### src/rtl/bfom_pkg.sv
// Shared types and constants for the folding op machine.
// Used by bfom_front, bfom_exec and the top level; depends on nothing.
package bfom_pkg;

    typedef struct packed {
        logic [1:0] command;
        logic [7:0] prog_char;
        logic [7:0] in_byte;
        logic       in_valid;
    } cmd_item_t;

    typedef struct packed {
        logic [7:0] out_byte;
        logic       out_valid;
        logic       in_taken;
        logic       halted;
        logic [2:0] status;
    } res_item_t;

    localparam logic [1:0] CODE_CLEAR  = 2'd0;
    localparam logic [1:0] CODE_LOAD   = 2'd1;
    localparam logic [1:0] CODE_FINISH = 2'd2;
    localparam logic [1:0] CODE_STEP   = 2'd3;

    typedef enum logic [1:0] {
        CMD_CLEAR,
        CMD_LOAD,
        CMD_FINISH,
        CMD_STEP
    } cmd_kind_t;

    typedef struct packed {
        cmd_kind_t kind;
        cmd_item_t item;
    } queue_entry_t;

    typedef struct packed {
        logic         valid;
        queue_entry_t entry;
    } queue_head_t;

    typedef enum logic [2:0] {
        OP_END,
        OP_SET,
        OP_ADD,
        OP_PTR,
        OP_PRINT,
        OP_READ,
        OP_OPEN,
        OP_CLOSE
    } op_type_t;

    typedef struct packed {
        op_type_t    kind;
        logic [15:0] data;
    } op_t;

    typedef enum logic [2:0] {
        PH_LOADING,
        PH_READY,
        PH_HALTED,
        PH_FULL,
        PH_UNBAL,
        PH_DEEP
    } phase_t;

    typedef enum logic [1:0] {
        LA_NONE,
        LA_OPEN,
        LA_OPEN_MINUS
    } look_t;

    typedef enum logic [3:0] {
        EX_CLR_INIT,
        EX_IDLE,
        EX_EMIT,
        EX_CLOSE_RD,
        EX_CLOSE_WR,
        EX_FIN,
        EX_CLR_FIN,
        EX_FETCH,
        EX_EXEC,
        EX_DONE
    } exec_state_t;

    localparam logic [2:0] ST_OK     = 3'd0;
    localparam logic [2:0] ST_FULL   = 3'd1;
    localparam logic [2:0] ST_UNBAL  = 3'd2;
    localparam logic [2:0] ST_DEEP   = 3'd3;
    localparam logic [2:0] ST_EARLY  = 3'd4;

    localparam logic [7:0] CH_PLUS  = 8'h2B;
    localparam logic [7:0] CH_MINUS = 8'h2D;
    localparam logic [7:0] CH_LT    = 8'h3C;
    localparam logic [7:0] CH_GT    = 8'h3E;
    localparam logic [7:0] CH_DOT   = 8'h2E;
    localparam logic [7:0] CH_COMMA = 8'h2C;
    localparam logic [7:0] CH_OPEN  = 8'h5B;
    localparam logic [7:0] CH_CLOSE = 8'h5D;

endpackage

### src/rtl/bfom_front.sv
// Front end: accepts command transfers, classifies them and queues them.
// Depends on bfom_pkg.
module bfom_front
    import bfom_pkg::*;
(
    input  logic        clk,
    input  logic        rst_n,
    input  logic        cmd_valid,
    output logic        cmd_stall,
    input  cmd_item_t   cmd_item,
    output queue_head_t head,
    input  logic        pop
);

    queue_entry_t q_reg [2];
    logic         wr_ptr_reg, wr_ptr_next;
    logic         rd_ptr_reg, rd_ptr_next;
    logic [1:0]   count_reg, count_next;
    cmd_kind_t    kind;
    logic         push;

    always_comb
    begin
        case (cmd_item.command)
            CODE_CLEAR:  kind = CMD_CLEAR;
            CODE_LOAD:   kind = CMD_LOAD;
            CODE_FINISH: kind = CMD_FINISH;
            CODE_STEP:   kind = CMD_STEP;
            default:     kind = CMD_STEP;
        endcase
    end

    assign cmd_stall = (count_reg == 2'd2);
    assign push      = cmd_valid && !cmd_stall;

    always_comb
    begin
        wr_ptr_next = push ? !wr_ptr_reg : wr_ptr_reg;
        rd_ptr_next = pop ? !rd_ptr_reg : rd_ptr_reg;
        count_next  = count_reg + {1'b0, push} - {1'b0, pop};
    end

    always_ff @(posedge clk or negedge rst_n)
    begin
        if (!rst_n)
        begin
            wr_ptr_reg <= 1'b0;
            rd_ptr_reg <= 1'b0;
            count_reg  <= 2'd0;
        end
        else
        begin
            wr_ptr_reg <= wr_ptr_next;
            rd_ptr_reg <= rd_ptr_next;
            count_reg  <= count_next;
        end
    end

    always_ff @(posedge clk)
    begin
        if (push)
        begin
            q_reg[wr_ptr_reg] <= '{kind: kind, item: cmd_item};
        end
    end

    assign head.valid = (count_reg != 2'd0);
    assign head.entry = q_reg[rd_ptr_reg];

endmodule

### config.mk
export PLATFORM = sky130hd
export DESIGN_NAME = bfom_front
export DESIGN_NICKNAME = d
export VERILOG_FILES = /design/src/rtl/bfom_pkg.sv /design/src/rtl/bfom_front.sv
export SDC_FILE = /design/constraint.sdc
export NUM_CORES = 1
export LEC_CHECK = 0
export BUFFER_PORTS_ARGS = -buffer_cell sky130_fd_sc_hd__buf_2
export CAP_MARGIN = 30
export CORE_MARGIN = 3
export CORE_UTILIZATION = 24
export CTS_CLUSTER_DIAMETER = 100
export DETAILED_ROUTE_END_ITERATION = 6
export SLEW_MARGIN = 25
export SYNTH_ARGS = -nofsm -noshare
export SYNTH_HDL_FRONTEND = slang
export SYNTH_SLANG_ARGS = --single-unit
### constraint.sdc
create_clock -name clk -period 4.15 [get_ports clk]
set_input_delay 0.2075 -clock clk [delete_from_list [all_inputs] [get_ports clk]]
set_output_delay 0.2075 -clock clk [all_outputs]
set_load 0.05 [all_outputs]
==> impl_metrics.toml <==
[sta]
hold_viol = 0
drv_slew = 0
finClkSkew_ps = 3.24
worstMarginPinSlew_ps = 638
setup_viol = 0
slew_headroom_pct = 57.4
setup_slack_ps = 2250
finalCritPeriodShare_pct = 45.8
tns_ps = 0
clock.fmax_ghz = 0.527
grt_setup_unrepaired = "false"
period_needed_ps = 1900

[run]
cap_viol_max_count = 0

[layout]
drive_gt1_share_pct = 57.0
areaGrowthSynthToFinish_pct = 25.1
diodes = 0
fillers = 695
nets = 159
multi_input_comb_area_um2 = 332
seqCellArea_um2 = 1360
largest_register_ffs = 42

[worst_setup_path]
cp.arrival_ps = 1690
reg2reg_from = "count_reg[1]$_DFF_PN0_"
crit_path_max_fanout = 13
worstSetupEndpointType = "output port"
worstSetupPathType = "reg -> out"
rr_endpoint = "count_reg[1]$_DFF_PN0_"
start_kind = "register"
r2r_setup_slack_ps = 2610
required_ps = 3940
ff2ff_path_depth = 7

[power_and_ir_drop]
ir_drop_v = 0.000270
power.density_nw_per_um2 = 784
p_leak_nw = 0.806

[floorplan]
die_x_um = 90.7
die_h_um = 90.7
ios = 46
dieArea_um2 = 8230
core_area_um2 = 6870
row_count = 30
start_util_pct = 25.1

[min_path]
holdPathEnd = "q_reg[1][14]$_DFFE_PP_"
hold_path.class = "in -> reg"
min_from = "cmd_item[14]"
min_path_cells = 1

[global_routing]
grt_max_degree = 23
grt_pass1_vias = 903
antenna_found_initial = 0
grtUsageTotal_pct = 6.97
grt_pass1_wl_um = 4420
overflow = 0

[synthesis]
synth_area_um2 = 1720
synthCells = 84
synth_warnings = 0
synth.net_count = 109
yosysUniqueCellTypes = 14
ys_ff_latch = 46
synth_top_area_share_pct = 73.3
synth_top_cell_by_area = "edfxtp_1"
synth_area_leaders = "edfxtp_1 (73%), mux2_2 (14%), dfrtp_1 (5.8%)"
avgSynthCellArea_um2 = 20.5
yosysSeqAreaShare_pct = 79.1

[drt]
vias = 871
drcViolationCount = 0
drt-pass1-iter-count = 2
ant_nets = 0
wirelength_um = 2750
viasPerCell = 3.77
drtIter0Drc = 23
wl_per_cell_um = 11.9

[clock_network]
clkLatencyLatePin_ps = 290
cts_buffers = 5
h-tree-depth = 2
clock-root-buffer = "clkbuf_8"
path_clk_slew_ps = 80
numClockSinks = 46
clock_path_buffers = 2
tritoncts = "built"

[place]
port_buffers = 45
place_hpwl_um = 1900
gp_congestion = 0.594
place_ws_ps = 2280

[outcome]
status = "completed"
metrics by stage:
| stage | util, % | std cells | hold slack [ps] | instance area, um^2 | power (W) |
|---|---|---|---|---|---|
| 3_5_place_dp | 29.8 | 221 | 18.6 | 2050 | 0.00145 |
| 3_3_place_gp | 29.7 | 221 | 19.6 | 2040 | 0.00144 |
| 5_1_grt | 31.3 | 231 | 86.2 | 2150 | 0.00178 |
| 6_report | 31.3 | 231 | 104 | 2150 | 0.00169 |
| 2_1_floorplan | - | 84 | -88.1 | 1720 | 0.00130 |
| 4_1_cts | 31.1 | 230 | 89.7 | 2140 | 0.00170 |
layout by cell type, fill, tap and decap left out, drive strengths merged:
cell type,synthesis,routed
dlygate4sd3,0,1
and3,1,1
or2,1,1
clkinv,0,2
buf,2,46
nand2,1,1
mux2,21,21
nor2,1,1
ha,2,2
inv,2,2
clkbuf,2,6
xor2,1,1
nand2b,1,1
dfrtp,4,4
edfxtp,42,42
xnor2,3,3
power breakdown:
group,leakage [nW],total (W),internal (W),switching [W]
Combinational,0.325,0.000751,0.000219,0.000532
Sequential,0.437,0.000686,0.000638,0.0000482
Clock,0.0450,0.000252,0.000117,0.000135
Total,0.806,0.00169,0.000974,0.000715
timing repair:
item,4_1_cts,5_1_grt
hold buffers,1,0
setup buffers,0,0
gates resized for setup,0,0
endpoints found under the hold margin,4,0
synthesized netlist by cell type (all sizes together):
| master | count |
|---|---|
| nand2b | 1 |
| nor2 | 1 |
| xnor2 | 3 |
| ha | 2 |
| buf | 2 |
| or2 | 1 |
| inv | 2 |
| dfrtp | 4 |
| and3 | 1 |
| xor2 | 1 |
| edfxtp | 42 |
| mux2 | 21 |
| clkbuf | 2 |
| nand2 | 1 |
how the worst max path moves through the flow:
stage,startpoint,to,cells after the start
floorplan,count_reg[1]$_DFF_PN0_,q_reg[0][0]$_DFFE_PP_,3
detailed placement,rd_ptr_reg$_DFFE_PN0P_,head[20],2
CTS,rd_ptr_reg$_DFFE_PN0P_,head[18],2
global route,rd_ptr_reg$_DFFE_PN0P_,head[15],3
global placement,count_reg[1]$_DFF_PN0_,q_reg[0][10]$_DFFE_PP_,3
finish,rd_ptr_reg$_DFFE_PN0P_,head[19],3
area by class of cell:
cell class / count / share of cell area [%]
multi-input combinational: 32 / 15.4
inverter: 2 / 0.349
sequential: 46 / 63.2
clock buffer: 6 / 3.37
tap: 96 / 5.58
clock inverter: 2 / 0.465
timing repair buffer: 47 / 11.6
routing by layer:
layer / vias up / track usage [%] / share of wire (%)
met3: 6 / 2.92 / 6.8
met2: 28 / 12.0 / 50
met1: 420 / 7.55 / 41
li1: 417 / - / -
met4: 0 / 2.68 / 1.5
met5: - / 0 / 0
cells by family (layout without fill, tap and decap cells):
family,after synthesis,after routing,share of synthesized area (%)
flip-flops,46,46,79.1
multiplexers,21,21,13.7
buffers and inverters,6,57,2.18
AND/OR/NAND/NOR,5,5,1.53
XOR/XNOR,4,4,2.04
adder cells (fa/ha/maj),2,2,1.45
critical path, stage by stage, from the launching register on:
cell,delay [ps]
dfrtp_1,620
buf_8,220
mux2_2,350
buf_2,210
Note: power is estimated with default switching activity, not from simulation.
